==> src/sv/btlv_pkg.sv <==
// Shared types and constants for the BER TLV header parser.
// Used by every module of the block; depends on nothing else.
package btlv_pkg;

  localparam int TAG_BITS_DEFAULT = 32;
  localparam int MAX_LENGTH_OCTETS_DEFAULT = 8;

  localparam int TAG_OUT_W = 32;
  localparam int LEN_W = 64;
  localparam int LEFT_W = 4;

  // Parse phases.
  localparam logic [1:0] PH_IDENT = 2'd0;
  localparam logic [1:0] PH_TAG = 2'd1;
  localparam logic [1:0] PH_LEN0 = 2'd2;
  localparam logic [1:0] PH_LENX = 2'd3;

  // Error codes.
  localparam logic [1:0] ERR_NONE = 2'd0;
  localparam logic [1:0] ERR_PRIM_INDEF = 2'd1;
  localparam logic [1:0] ERR_TOO_MANY_OCTETS = 2'd2;

  localparam logic [4:0] TAG_LONG_FORM = 5'b11111;
  localparam logic [6:0] LEN_INDEFINITE = 7'b0000000;

  typedef struct packed {
    logic [7:0] header_byte;
    logic       restart;
  } item_t;

  typedef struct packed {
    logic [1:0]           id_class;
    logic                 constructed;
    logic [TAG_OUT_W-1:0] tag_number;
    logic [LEN_W-1:0]     content_length;
    logic                 indefinite;
    logic [7:0]           header_size;
    logic [1:0]           error_code;
  } hdr_result_t;

endpackage

==> src/sv/btlv_in_stage.sv <==
// Input register of the BER TLV header parser.
// Holds one item until the parse step consumes it; uses btlv_pkg.
module btlv_in_stage import btlv_pkg::*; (
  input  logic       clk,
  input  logic       rst,
  input  logic       in_valid,
  output logic       in_stall,
  input  logic [7:0] header_byte,
  input  logic       restart,
  input  logic       take,
  output logic       item_valid,
  output item_t      item
);

  // The register refills in the same cycle it is drained.
  assign in_stall = item_valid && !take;

  always_ff @(posedge clk) begin
    if (rst) begin
      item_valid <= 1'b0;
    end else if (!in_stall) begin
      item_valid <= in_valid;
    end
  end

  always_ff @(posedge clk) begin
    if (in_valid && !in_stall) begin
      item.header_byte <= header_byte;
      item.restart <= restart;
    end
  end

endmodule

==> src/sv/btlv_step.sv <==
// Combinational parse step of the BER TLV header parser: next state and
// the result for one header byte. Uses btlv_pkg.
module btlv_step import btlv_pkg::*; #(
  parameter int TAG_BITS = TAG_BITS_DEFAULT,
  parameter int MAX_LENGTH_OCTETS = MAX_LENGTH_OCTETS_DEFAULT
) (
  input  item_t               item,
  input  logic [1:0]          phase,
  input  logic [1:0]          saved_class,
  input  logic                saved_constructed,
  input  logic [TAG_BITS-1:0] tag_acc,
  input  logic [LEN_W-1:0]    len_acc,
  input  logic [LEFT_W-1:0]   octets_left,
  input  logic [7:0]          byte_count,
  output logic [1:0]          phase_next,
  output logic [1:0]          saved_class_next,
  output logic                saved_constructed_next,
  output logic [TAG_BITS-1:0] tag_acc_next,
  output logic [LEN_W-1:0]    len_acc_next,
  output logic [LEFT_W-1:0]   octets_left_next,
  output logic [7:0]          byte_count_next,
  output logic                emit,
  output hdr_result_t         result
);

  logic [1:0]        ph;
  logic [7:0]        b;
  logic [7:0]        count_inc;
  logic [LEN_W-1:0]  len_shift;
  logic [LEFT_W-1:0] left_dec;
  logic [LEN_W-1:0]  res_len;
  logic              res_indef;
  logic [1:0]        res_err;
  logic [63:0]       tag_wide;

  assign b = item.header_byte;
  assign count_inc = (byte_count != 8'd255) ? byte_count + 8'd1 : byte_count;
  assign len_shift = {len_acc[LEN_W-9:0], b};
  assign left_dec = (octets_left != '0) ? octets_left - LEFT_W'(1) : octets_left;
  assign tag_wide = 64'(tag_acc);

  always_comb begin
    ph = item.restart ? PH_IDENT : phase;
    phase_next = ph;
    saved_class_next = saved_class;
    saved_constructed_next = saved_constructed;
    tag_acc_next = tag_acc;
    len_acc_next = len_acc;
    octets_left_next = octets_left;
    byte_count_next = count_inc;
    emit = 1'b0;
    res_len = '0;
    res_indef = 1'b0;
    res_err = ERR_NONE;
    unique case (ph)
      PH_IDENT: begin
        saved_class_next = b[7:6];
        saved_constructed_next = b[5];
        len_acc_next = '0;
        octets_left_next = '0;
        byte_count_next = 8'd1;
        if (b[4:0] == TAG_LONG_FORM) begin
          phase_next = PH_TAG;
          tag_acc_next = '0;
        end else begin
          phase_next = PH_LEN0;
          tag_acc_next = TAG_BITS'(b[4:0]);
        end
      end
      PH_TAG: begin
        tag_acc_next = {tag_acc[TAG_BITS-8:0], b[6:0]};
        if (!b[7]) begin
          phase_next = PH_LEN0;
        end
      end
      PH_LEN0: begin
        if (!b[7]) begin
          emit = 1'b1;
          res_len = LEN_W'(b[6:0]);
        end else if (b[6:0] == LEN_INDEFINITE) begin
          emit = 1'b1;
          res_indef = 1'b1;
          res_err = saved_constructed ? ERR_NONE : ERR_PRIM_INDEF;
        end else if (b[6:0] > 7'(MAX_LENGTH_OCTETS)) begin
          emit = 1'b1;
          res_err = ERR_TOO_MANY_OCTETS;
        end else begin
          len_acc_next = '0;
          octets_left_next = b[LEFT_W-1:0];
          phase_next = PH_LENX;
        end
      end
      PH_LENX: begin
        len_acc_next = len_shift;
        octets_left_next = left_dec;
        if (left_dec == '0) begin
          emit = 1'b1;
          res_len = len_shift;
        end
      end
      default: begin
        phase_next = PH_IDENT;
      end
    endcase
    if (emit) begin
      phase_next = PH_IDENT;
      octets_left_next = '0;
    end
  end

  assign result.id_class = saved_class;
  assign result.constructed = saved_constructed;
  assign result.tag_number = tag_wide[TAG_OUT_W-1:0];
  assign result.content_length = res_len;
  assign result.indefinite = res_indef;
  assign result.header_size = byte_count_next;
  assign result.error_code = res_err;

endmodule

==> src/sv/ber_tlv_header_parser_unit.sv <==
// Top level of the BER TLV header parser: input register, parse state,
// and result register. Uses btlv_pkg, btlv_in_stage and btlv_step.
//
// Usage: header bytes of an X.690 BER value enter on the input channel
// (in_valid, in_stall, header_byte, restart), one byte per item. A set
// restart bit drops any partial header and treats the byte as an
// identifier octet. One result item leaves on the output channel
// (out_valid, out_stall and the result fields) when a header completes or
// an error is found; identifier, tag and intermediate length bytes give
// no result.
// Path: an accepted byte is held in the input register, parsed from it
// when the result register can take the output, and its result is loaded
// into the result register, which drives the output ports.
// Throughput: one byte per cycle while no result waits under out_stall.
// The parse state update is one shift-or step in the parse logic, so
// consecutive bytes follow back to back.
// Stall: while a result waits under out_stall, the input register holds
// its byte and in_stall rises once that register is full.
// Reset: rst is synchronous; it empties both registers and returns the
// parser to expecting an identifier octet.
module ber_tlv_header_parser_unit import btlv_pkg::*; #(
  parameter int TAG_BITS = TAG_BITS_DEFAULT,
  parameter int MAX_LENGTH_OCTETS = MAX_LENGTH_OCTETS_DEFAULT
) (
  input  logic                 clk,
  input  logic                 rst,
  input  logic                 in_valid,
  output logic                 in_stall,
  input  logic [7:0]           header_byte,
  input  logic                 restart,
  output logic                 out_valid,
  input  logic                 out_stall,
  output logic [1:0]           id_class,
  output logic                 constructed,
  output logic [TAG_OUT_W-1:0] tag_number,
  output logic [LEN_W-1:0]     content_length,
  output logic                 indefinite,
  output logic [7:0]           header_size,
  output logic [1:0]           error_code
);

  item_t               item;
  logic                item_valid;
  logic                take;
  logic [1:0]          phase;
  logic [1:0]          phase_next;
  logic [1:0]          saved_class;
  logic [1:0]          saved_class_next;
  logic                saved_constructed;
  logic                saved_constructed_next;
  logic [TAG_BITS-1:0] tag_acc;
  logic [TAG_BITS-1:0] tag_acc_next;
  logic [LEN_W-1:0]    len_acc;
  logic [LEN_W-1:0]    len_acc_next;
  logic [LEFT_W-1:0]   octets_left;
  logic [LEFT_W-1:0]   octets_left_next;
  logic [7:0]          byte_count;
  logic [7:0]          byte_count_next;
  logic                emit;
  hdr_result_t         result;
  hdr_result_t         out_reg;

  // The parse step runs only when the result register can take its output.
  assign take = item_valid && (!out_valid || !out_stall);

  btlv_in_stage u_in_stage (
    .clk        (clk),
    .rst        (rst),
    .in_valid   (in_valid),
    .in_stall   (in_stall),
    .header_byte(header_byte),
    .restart    (restart),
    .take       (take),
    .item_valid (item_valid),
    .item       (item)
  );

  btlv_step #(
    .TAG_BITS         (TAG_BITS),
    .MAX_LENGTH_OCTETS(MAX_LENGTH_OCTETS)
  ) u_step (
    .item                  (item),
    .phase                 (phase),
    .saved_class           (saved_class),
    .saved_constructed     (saved_constructed),
    .tag_acc               (tag_acc),
    .len_acc               (len_acc),
    .octets_left           (octets_left),
    .byte_count            (byte_count),
    .phase_next            (phase_next),
    .saved_class_next      (saved_class_next),
    .saved_constructed_next(saved_constructed_next),
    .tag_acc_next          (tag_acc_next),
    .len_acc_next          (len_acc_next),
    .octets_left_next      (octets_left_next),
    .byte_count_next       (byte_count_next),
    .emit                  (emit),
    .result                (result)
  );

  always_ff @(posedge clk) begin
    if (rst) begin
      phase <= PH_IDENT;
      saved_class <= '0;
      saved_constructed <= 1'b0;
      tag_acc <= '0;
      len_acc <= '0;
      octets_left <= '0;
      byte_count <= '0;
    end else if (take) begin
      phase <= phase_next;
      saved_class <= saved_class_next;
      saved_constructed <= saved_constructed_next;
      tag_acc <= tag_acc_next;
      len_acc <= len_acc_next;
      octets_left <= octets_left_next;
      byte_count <= byte_count_next;
    end
  end

  always_ff @(posedge clk) begin
    if (rst) begin
      out_valid <= 1'b0;
    end else if (take && emit) begin
      out_valid <= 1'b1;
    end else if (!out_stall) begin
      out_valid <= 1'b0;
    end
  end

  always_ff @(posedge clk) begin
    if (take && emit) begin
      out_reg <= result;
    end
  end

  assign id_class = out_reg.id_class;
  assign constructed = out_reg.constructed;
  assign tag_number = out_reg.tag_number;
  assign content_length = out_reg.content_length;
  assign indefinite = out_reg.indefinite;
  assign header_size = out_reg.header_size;
  assign error_code = out_reg.error_code;

endmodule

==> config.mk <==
export PLATFORM = sky130hd
export DESIGN_NAME = ber_tlv_header_parser_unit
export DESIGN_NICKNAME = d
export VERILOG_FILES = /design/src/sv/btlv_pkg.sv /design/src/sv/btlv_in_stage.sv /design/src/sv/btlv_step.sv /design/src/sv/ber_tlv_header_parser_unit.sv
export SDC_FILE = /design/constraint.sdc
export NUM_CORES = 1
export LEC_CHECK = 0
export ABC_AREA = 1
export BUFFER_PORTS_ARGS = -buffer_cell sky130_fd_sc_hd__clkbuf_2
export CORE_UTILIZATION = 45
export DETAILED_ROUTE_END_ITERATION = 12
export GPL_ROUTABILITY_DRIVEN = 0
export GPL_TIMING_DRIVEN = 0
export PLACE_DENSITY = 0.73
export SLEW_MARGIN = 20
export SYNTH_ARGS = -nofsm -noshare
export SYNTH_HDL_FRONTEND = slang
export SYNTH_SLANG_ARGS = --single-unit
==> constraint.sdc <==
create_clock -name clk -period 7 [get_ports clk]
set_input_delay 0.7 -clock clk [delete_from_list [all_inputs] [get_ports clk]]
set_output_delay 0.7 -clock clk [all_outputs]
set_load 0.005 [all_outputs]
==> results of run 1 <==
==> layout make-up <==
type | count | area [um^2]
fillers | 1666 | 8450
repair buffers | 124 | 643
clock buffers | 39 | 697
well taps | 234 | 293
plain buffers | 45 | 255
multi-input cells | 481 | 2200
flip-flops and latches | 226 | 5720
inverters | 99 | 377
clock inverters | 2 | 10.0
==> worst max-delay path: cells and delay by family, from the launching register on <==
| kind | cells | cell delay, ps |
|---|---|---|
| buffers and inverters | 4 | 980 |
| AND/OR/NAND/NOR | 8 | 770 |
| adder cells (fa/ha/maj) | 1 | 270 |
| flip-flops | 1 | 330 |
==> cells by family after synthesis <==
| family | count (synthesis) |
|---|---|
| AOI/OAI and AO/OA | 138 |
| adders and majority gates | 2 |
| buffers and inverters | 144 |
| DFF | 226 |
| and+or+nand+nor | 341 |
==> registers in the layout, indices dropped and copies added, names as in the netlist <==
signal / flops
byte_count: 8
constructed: 1
content_length: 64
error_code: 2
header_size: 8
id_class: 2
indefinite: 1
len_acc: 56
octets_left: 4
out_valid: 1
phase: 2
saved_class: 2
saved_constructed: 1
tag_acc: 32
tag_number: 32
u_in_stage.item: 9
u_in_stage.item_valid: 1
==> cells in the mapped netlist <==
cell        n  area, um^2
nand3_1    92         460
buf_1       1        3.75
o22ai_1     1        6.26
nand3b_1    1        7.51
or2_2       2        12.5
nor2_2      3        18.8
o21bai_1    1        7.51
a21oi_1   106         531
buf_6      10         113
nand2_2     4        25.0
inv_2       3        11.3
inv_1      96         360
nand2_1   137         514
nand4_1     8        50.1
clkbuf_1   25        93.8
nor3_1      5        25.0
a21oi_2     1        8.76
ha_1        2        25.0
a21oi_4     1        16.3
buf_2       9        45.0
o211ai_1    1        7.51
nor2_1     87         327
o21ai_0    26         130
edfxtp_1  119        3570
a31oi_1     1        6.26
nor2_4      2        22.5
dfxtp_1   107        2140
==> per-layer routing <==
metal / wire length [um] / up-vias / share of wire [%]
met5: 0 / - / 0
met4: 348 / 0 / 1.9
met3: 859 / 27 / 4.6
met2: 8780 / 162 / 47
met1: 8620 / 2912 / 46
li1: - / 3130 / -
==> metrics by stage <==
stage | hold WS (ps) | cells
finish | 380 | 1250
global route | 374 | 1250
CTS | 370 | 1250
detailed placement | 419 | 1209
global placement | 408 | 1208
floorplan | 403 | 851
==> how the worst min path moves through the flow <==
stage	startpoint	to
final	header_byte[0]	u_in_stage.item[1]
after CTS	header_byte[0]	u_in_stage.item[1]
after floorplan	saved_class[0]	id_class[0]
after global routing	header_byte[2]	u_in_stage.item[3]
after detailed placement	tag_acc[31]	tag_number[31]
after global placement	saved_class[0]	id_class[0]
==> where the power goes <==
| part | internal [mW] | switching, mW | total, mW | leakage [nW] |
|---|---|---|---|---|
| Sequential | 1.41 | 0.0178 | 1.43 | 1.84 |
| Clock | 0.673 | 0.473 | 1.15 | 0.345 |
| Combinational | 0.0340 | 0.0742 | 0.108 | 1.32 |
==> impl_results.md, run 1 <==
* Status: finished, final reports clean
* Share of cells above drive strength 1 at 18.7%
* Most frequent cells in the layout: nand2_1, clkbuf_2, edfxtp_1
* Vias in the first global route at 5844
* CP startpoint kind: flip-flop
* Largest stage delay on the critical path at between 400 and 500 ps
* Global route total overflow at 0
* Seq cells post-synth at 226
* GRT Util Overall at a little under a fifth
* Cts bufs inserted at 23
* Beginning of the worst register-to-register path: octets_left[0]
* Cells on Worst Hold Path at 1
* Core area at 0.0186 mm^2
* Reg clk slew, reported paths at 60 ps
* Ant diodes at 0
* Mux cell area share after synthesis at 0%
* Relative slew slack at 56.6%
* Worst Setup EP: content_length[40]
* Synth Instances at 851
* DRT iter0 DRCs at 455
* Root buf cell: clkbuf_16
* Final ANT Viol Nets at 0
* Post-synthesis sequential area ratio at 66.9%
* Most used routing layer: met2
* Slowest-stage cell, CP: inv_6
* CP Class: flip-flop to flip-flop
* Clock skew at 11.5 ps
* Final Net Count at slightly above 1000
* Resize count post-CTS at 0
* Post-Synth Adder-Cell Area at less than 1%
* Lkg Pwr at 3.51 nW
* I/O Buffers at about 120
* Dpl hpwl at 12700 um
* VDD IR max at 132 uV
* Post-route setup TNS at 0 ps
* Floorplan row count at 50
* Crit-path cells: inv_1, ha_1, inv_1, nand2_1, nand2_1, nand2_1, nand2_1, nor2_1, nand2_1, nand2_1, nand2_1, inv_6, buf_16
* Clk Latency, worst-skew pair at around 500 ps
* Max-slew violation count at 0
* Grt met2 use at between 30% and 40%
* Most used cell, CP: nand2_1
* Tot Pwr at 2.68 mW
* Synthesized area at 0.00854 mm^2
* Die area at 0.0195 mm^2
* Post-route core utilization at 54.7%
* First-pass DRT Iterations at 5
* TritonCTS clock tree: built
* Clk buf depth at 3
* Post-synthesis xor/xnor area fraction at 0%
* RSZ-0062 raised after global routing: no
* Maxcap violations at 0
* Worst Setup SP: octets_left[0]
* Initial antenna violation count at 0
* Synth Area in Simple Gates at 17.1%
* # H-tree levels at 1
* Syn avg cell area at 10.0 um^2
* Critical-path maximum fanout at 61
* Area Overhead vs Synth at 19.3%
* Tcrit/Tclk final at approximately 39%
* Worst Hold Class: input port to flip-flop
* Total number of vias at 6231
* Num ports at 125
* Wirelength, routed at roughly 19000 um
* P per Cell Area at 263 mW/mm^2
* R2R setup slack at 4270 ps
* M1 GR Usage at 26.2%
* Setup-failing EPs final at 0
* Crit end category: flip-flop
* Synthesis Warnings at 0
* Post-place setup slack at ~4000 ps
* WL per Instance at between 10 and 15 um
* Syn nets at 866
* Worst-Margin Slew at around 650 ps
* Compound-cell area share of the yosys netlist at 8.35%
* Hold buffers post-CTS at 0
* Final Hold Fails at 0
* Final WS setup at ~4300 ps
* Post-DR vias/cell at roughly 5
* GR Layer Usage met3 at around 2.6%
* Most common cell after layout, fill and taps aside: nand2_1
* Starting Density at 45.8%
* Largest net degree at the start of global routing at between 60 and 70
* CTS sink count at 226
* Reg2reg end: content_length[40]
* Arrival @ worst endpoint at 2900 ps
* Largest family of logic cells by synthesized area: simple AND/OR/NAND/NOR gates
* R2R depth at 13
* CP Data Required Time at 7170 ps
* Post-CTS Setup Repair Bufs at 0
* FMAX at between 0.3 and 0.4 GHz
* Die Y-Extent at 140 um
* Die W at 140 um
* DRC at 0
* Count of different cell masters after synthesis at 27
* First-pass GRT wire length at between 20000 and 30000 um
* Min Tclk post-route at 2730 ps
* Placement Cell Area at 0.00948 mm^2
* Design area at just over 0.01 mm^2
Note: power is estimated with default switching activity, not from simulation.
==> run 2, diff against run 1 <==
--- a/config.mk
+++ b/config.mk
@@ -11,7 +11,7 @@
 export DETAILED_ROUTE_END_ITERATION = 12
 export GPL_ROUTABILITY_DRIVEN = 0
 export GPL_TIMING_DRIVEN = 0
-export PLACE_DENSITY = 0.73
+export PLACE_DENSITY = 0.76
 export SLEW_MARGIN = 20
 export SYNTH_ARGS = -nofsm -noshare
 export SYNTH_HDL_FRONTEND = slang
==> constraint.sdc (replaced) <==
create_clock -name clk -period 2.5 [get_ports clk]
set_input_delay 0.25 -clock clk [delete_from_list [all_inputs] [get_ports clk]]
set_output_delay 0.25 -clock clk [all_outputs]
set_load 0.005 [all_outputs]
==> run 2 against run 1 <==
  * Clock skew about the same
  * Non-clock buffer count increased by 13
  * Critical path depth is 1 higher
  * Largest cell class unchanged
==> impl_results.md, run 2 (same netlist as run 1, synthesis figures left out) <==
* VDD IR max at 396 uV (was 132 uV)
* Lkg Pwr at 3.57 nW (was 3.51 nW)
* RSZ-0062 raised after global routing: no (unchanged)
* Ant diodes at 0 (unchanged)
* CP Data Required Time at 2680 ps (was 7170 ps)
* First-pass DRT Iterations at 7 (was 5)
* Critical-path maximum fanout at 37 (was 61)
* Tcrit/Tclk final at 91.8% (was 39.0%)
* Final Net Count at 1027 (was 1015)
* Dpl hpwl at 13000 um (was 12700 um)
* WL per Instance at 15.2 um (was 14.9 um)
* CP Class: flip-flop to flip-flop (unchanged)
* Post-place setup slack at -91.0 ps (was 4030 ps)
* Beginning of the worst register-to-register path: octets_left[0] (unchanged)
* Final ANT Viol Nets at 0 (unchanged)
* Vias in the first global route at 6056 (was 5844)
* # H-tree levels at 1 (unchanged)
* Maxcap violations at 0 (unchanged)
* Reg clk slew, reported paths at 60 ps (about the same)
* I/O Buffers at 123 (unchanged)
* Final Hold Fails at 0 (unchanged)
* FMAX at 0.436 GHz (was 0.366 GHz)
* Clock share of power at 44.8% (was 42.7%)
* Core area at 0.0186 mm^2 (unchanged)
* Clk buf depth at 3 (unchanged)
* Max reg flops at 64 (unchanged)
* GRT Util Overall at 19.6% (was 18.9%)
* Final hold slack at 85.3 ps (was 380 ps)
* R2R depth at 14 (was 13)
* Die Y-Extent at 140 um (unchanged)
* First-pass GRT wire length at 30600 um (was 29500 um)
* Root buf cell: clkbuf_16 (unchanged)
* Min Tclk post-route at 2290 ps (was 2730 ps)
* Starting Density at 45.8% (unchanged)
* Global route total overflow at 0 (unchanged)
* P per Cell Area at 751 mW/mm^2 (was 263 mW/mm^2)
* Post-DR vias/cell at 5.08 (was 4.98)
* Initial antenna violation count at 0 (unchanged)
* Area Overhead vs Synth at 22.0% (was 19.3%)
* Most frequent cells in the layout: nand2_1, clkbuf_2, edfxtp_1 (unchanged)
* Relative slew slack at 53.6% (was 56.6%)
* Net Switching at 1.61 mW (was 565 uW)
* Cts bufs inserted at 22 (was 23)
* Largest net degree at the start of global routing at 40 (was 62)
* Max-slew violation count at 0 (unchanged)
* Post-route core utilization at 55.9% (was 54.7%)
* Combinational share of power at 4.2% (was 4.0%)
* Clk Latency, worst-skew pair at 490 ps (was 500 ps)
* Crit end category: flip-flop (unchanged)
* Share of cells above drive strength 1 at 19.6% (was 18.7%)
* Floorplan row count at 50 (unchanged)
* Die W at 140 um (unchanged)
* P_int at 6.22 mW (was 2.12 mW)
* DRC at 0 (unchanged)
* Arrival @ worst endpoint at 2470 ps (was 2900 ps)
* Final WS setup at 205 ps (was 4270 ps)
* CTS sink count at 226 (unchanged)
* Net Sw Frac at 20.6% (was 21.1%)
* Worst Hold Class: input port to flip-flop (unchanged)
* TritonCTS clock tree: built (unchanged)
* Design area at 0.0104 mm^2 (was 0.0102 mm^2)
* Worst-Margin Slew at 696 ps (was 651 ps)
* Total number of vias at 6412 (was 6231)
* Setup-failing EPs final at 0 (unchanged)
* Most common cell after layout, fill and taps aside: nand2_1 (unchanged)
* Die area at 0.0195 mm^2 (unchanged)
* DRT iter0 DRCs at 567 (was 455)
* Tot Pwr at 7.83 mW (was 2.68 mW)
* Reg2reg end: content_length[41] (was content_length[40])
* Hold Crit Start: out_stall (was header_byte[0])
* Status: finished, final reports clean (unchanged)
* Sequential Power Share at 51.1% (was 53.2%)
* Cells on Worst Hold Path at 3 (was 1)
* Wirelength, routed at 19200 um (was 18600 um)
* Hold Path End: out_valid (was u_in_stage.item[1])
* Num ports at 125 (unchanged)
* CP startpoint kind: flip-flop (unchanged)
* Placement Cell Area at 0.00953 mm^2 (was 0.00948 mm^2)
* Clock skew at 11.7 ps (was 11.5 ps)
* R2R setup slack at 210 ps (was 4270 ps)
-- run 2: metal layers --
layer  vias up  wire length, um  global-route usage, %
li1       3159                -                      -
met1      3030             8410                   26.2
met2       191             9230                   32.7
met3        32             1010                   2.55
met4         0              510                   7.11
met5         -                0                      0
-- run 2: worst max path at each step --
| stage | start | end | slack, ps |
|---|---|---|---|
| after floorplan | u_in_stage.item[1] | constructed | -650 |
| after global placement | u_in_stage.item[6] | content_length[41] | -1570 |
| after detailed placement | u_in_stage.item[0] | content_length[38] | -90 |
| after CTS | octets_left[1] | content_length[41] | 220 |
| after global routing | octets_left[1] | content_length[41] | 40 |
| final | octets_left[0] | content_length[41] | 210 |
-- run 2: through the flow --
| stage | setup TNS [ps] | std cells |
|---|---|---|
| after CTS | 0 | 1262 |
| after global placement | -173440 | 1208 |
| after global routing | 0 | 1262 |
| after detailed placement | -3260 | 1211 |
| after floorplan | -72000 | 851 |
| final | 0 | 1262 |
-- run 2: repair_timing --
item / in CTS / in global routing
endpoints found under the setup margin: 37 / 0
hold buffers: 9 / 0
endpoints found under the hold margin: 9 / 0
resized for setup: 1 / 0
setup buffers: 2 / 0
-- run 2: power by group through the flow --
| stage | registers [mW] | clock network [mW] | logic (mW) |
|---|---|---|---|
| 3_3_place_gp | 4.08 | 0 | 0.300 |
| 5_1_grt | 4.00 | 3.71 | 0.363 |
| 2_1_floorplan | 4.07 | 0 | 0.197 |
| 3_5_place_dp | 4.08 | 0 | 0.312 |
| 4_1_cts | 4.00 | 3.58 | 0.327 |
| 6_report | 4.00 | 3.51 | 0.327 |
-- run 2: worst max-delay path, stage by stage (launching register included) --
cell        delay, ps
dfxtp_1           340
inv_2             100
ha_4              170
inv_1              40
nand2_1            50
nand2_1            50
nand2_1            80
nand2_1            60
nor2_1            140
nand2_2           140
nand2_1           110
nand2_2            80
clkinvlp_4        130
buf_12            190
buf_12            240
-- run 2: cell type report --
class | count | area (um^2)
fill | 1639 | 8220
sequential | 226 | 5720
multi-input combinational | 481 | 2220
timing repair buffer | 137 | 781
clock buffer | 30 | 622
inverter | 99 | 375
tap | 234 | 293
buffer | 45 | 255
clock inverter | 10 | 159
==> run 3, diff against run 2 <==
--- a/config.mk
+++ b/config.mk
@@ -7,6 +7,7 @@
 export LEC_CHECK = 0
 export ABC_AREA = 1
 export BUFFER_PORTS_ARGS = -buffer_cell sky130_fd_sc_hd__clkbuf_2
+export CORE_MARGIN = 5
 export CORE_UTILIZATION = 45
 export DETAILED_ROUTE_END_ITERATION = 12
 export GPL_ROUTABILITY_DRIVEN = 0
==> run 3 against run 2 <==
  * Via count down 0.98%
  * Clock skew is 8.8 ps higher
  * Flip-flop and latch count unchanged
  * Register-to-register slack is essentially flat
  * Worst setup slack worse by 8.0 ps
  * Non-clock buffer count down 1
  * Hold slack worse by 44 ps
==> impl_results.md, run 3 (same netlist as run 1, synthesis figures left out) <==
* Status: finished, final reports clean (unchanged)
* Crit end category: flip-flop (unchanged)
* Wirelength, routed at 19300 um (was 19200 um)
* Maxcap violations at 0 (unchanged)
* Initial antenna violation count at 0 (unchanged)
* GRT Util Overall at 17.3% (was 19.6%)
* Fillers at 1602 (was 1639)
* Dpl hpwl at 13300 um (was 13000 um)
* CTS sink count at 226 (unchanged)
* Die area at 0.0218 mm^2 (was 0.0195 mm^2)
* First-pass DRT Iterations at 5 (was 7)
* Most common cell after layout, fill and taps aside: nand2_1 (unchanged)
* P per Cell Area at 751 mW/mm^2 (about the same)
* CP Data Required Time at 2680 ps (about the same)
* I/O Buffers at 123 (unchanged)
* Reg2reg end: content_length[17] (was content_length[41])
* Root buf cell: clkbuf_16 (unchanged)
* Num ports at 125 (unchanged)
* Die Y-Extent at 148 um (was 140 um)
* # H-tree levels at 1 (unchanged)
* FMAX at 0.434 GHz (was 0.436 GHz)
* Core area at 0.0187 mm^2 (was 0.0186 mm^2)
* VDD IR max at 436 uV (was 396 uV)
* Max-slew violation count at 0 (unchanged)
* Worst Hold Class: input port to flip-flop (unchanged)
* Final Net Count at 1027 (unchanged)
* Final WS setup at 197 ps (was 205 ps)
* Tcrit/Tclk final at 92.1% (was 91.8%)
* Most frequent cells in the layout: nand2_1, clkbuf_2, edfxtp_1 (unchanged)
* Ant diodes at 0 (unchanged)
* Clk buf depth at 3 (unchanged)
* Floorplan row count at 50 (unchanged)
* Largest net degree at the start of global routing at 38 (was 40)
* Beginning of the worst register-to-register path: u_in_stage.item[1] (was octets_left[0])
* Cells on Worst Hold Path at 3 (unchanged)
* Starting Density at 45.7% (was 45.8%)
* Global route total overflow at 0 (unchanged)
* RSZ-0062 raised after global routing: no (unchanged)
* First-pass GRT wire length at 31000 um (was 30600 um)
* Design area at 0.0104 mm^2 (about the same)
* Post-route core utilization at 55.7% (was 55.9%)
* Post-place setup slack at -64.3 ps (was -91.0 ps)
* Die W at 148 um (was 140 um)
* Tot Pwr at 7.83 mW (about the same)
* Worst-Margin Slew at 626 ps (was 696 ps)
* Vias in the first global route at 6159 (was 6056)
* Relative slew slack at 58.2% (was 53.6%)
* Total number of vias at 6349 (was 6412)
* CP startpoint kind: flip-flop (unchanged)
* Cts bufs inserted at 23 (was 22)
* Max reg flops at 64 (unchanged)
* Reg clk slew, reported paths at 60 ps (about the same)
* Critical-path maximum fanout at 35 (was 37)
* Final Hold Fails at 0 (unchanged)
* Placement Cell Area at 0.00953 mm^2 (unchanged)
* Lkg Pwr at 3.57 nW (about the same)
* Arrival @ worst endpoint at 2490 ps (was 2470 ps)
* Share of cells above drive strength 1 at 19.7% (was 19.6%)
* Hold Crit Start: out_stall (unchanged)
* WL per Instance at 15.2 um (about the same)
* Setup-failing EPs final at 0 (unchanged)
* CP Class: flip-flop to flip-flop (unchanged)
* Area Overhead vs Synth at 22.0% (about the same)
* DRT iter0 DRCs at 504 (was 567)
* Final hold slack at 41.1 ps (was 85.3 ps)
* TritonCTS clock tree: built (unchanged)
* Post-DR vias/cell at 5.03 (was 5.08)
* R2R depth at 9 (was 14)
* Final ANT Viol Nets at 0 (unchanged)
* Clock skew at 20.4 ps (was 11.7 ps)
* Hold Path End: out_valid (unchanged)
* Min Tclk post-route at 2300 ps (was 2290 ps)
* DRC at 0 (unchanged)
* R2R setup slack at 200 ps (was 210 ps)
* Clk Latency, worst-skew pair at 500 ps (was 490 ps)
-- run 3: area by class of cell --
cell class | instances | area [um^2] | area share [%]
flip-flops and latches | 226 | 5720 | 54.9
well taps | 234 | 293 | 2.81
clock inverters | 15 | 183 | 1.75
multi-input cells | 481 | 2220 | 21.3
inverters | 99 | 375 | 3.60
repair buffers | 136 | 773 | 7.42
clock buffers | 27 | 601 | 5.76
plain buffers | 45 | 255 | 2.45
-- run 3: what timing repair did --
action                                  CTS  global route
setup buffers                             1             0
resized for setup                         1             0
endpoints found under the setup margin   72             0
hold buffers                              9             0
endpoints found under the hold margin     9             0
-- run 3: worst max-delay path by stage --
stage / from / end / slack [ps] / depth (start not counted)
after floorplan: u_in_stage.item[1] / constructed / -650 / 8
after global placement: u_in_stage.item[6] / content_length[33] / -1590 / 8
after detailed placement: u_in_stage.item[0] / content_length[40] / -60 / 11
after CTS: u_in_stage.item[1] / content_length[17] / 200 / 9
after global routing: u_in_stage.item[1] / content_length[56] / 50 / 9
final: u_in_stage.item[1] / content_length[17] / 200 / 9
-- run 3: per-stage QoR --
stage,std cells,TNS [ps]
final,1263,0
after global routing,1263,0
after CTS,1263,0
after detailed placement,1211,-4340
after global placement,1208,-176190
after floorplan,851,-72000
-- run 3: metal layers --
metal,part of all wire [%],vias up,track usage (%)
li1,-,3161,-
met1,44,2974,23.2
met2,49,186,30.1
met3,4.9,28,2.24
met4,1.9,0,4.47
met5,0,-,0
-- run 3: power breakdown --
part	switching [mW]	internal [mW]	leakage, nW
clock	1.37	2.14	0.388
sequential	0.0495	3.95	1.82
combinational	0.214	0.109	1.37
total	1.63	6.20	3.57
-- run 3: critical path: stages, from the launching register on --
cell and delay, ps:
edfxtp_1 510, nor2_2 170, nand4_1 230, nand3_1 190, nand2_2 100, nand2_1 90
nand2_2 90, clkinvlp_4 130, buf_12 210, buf_12 230
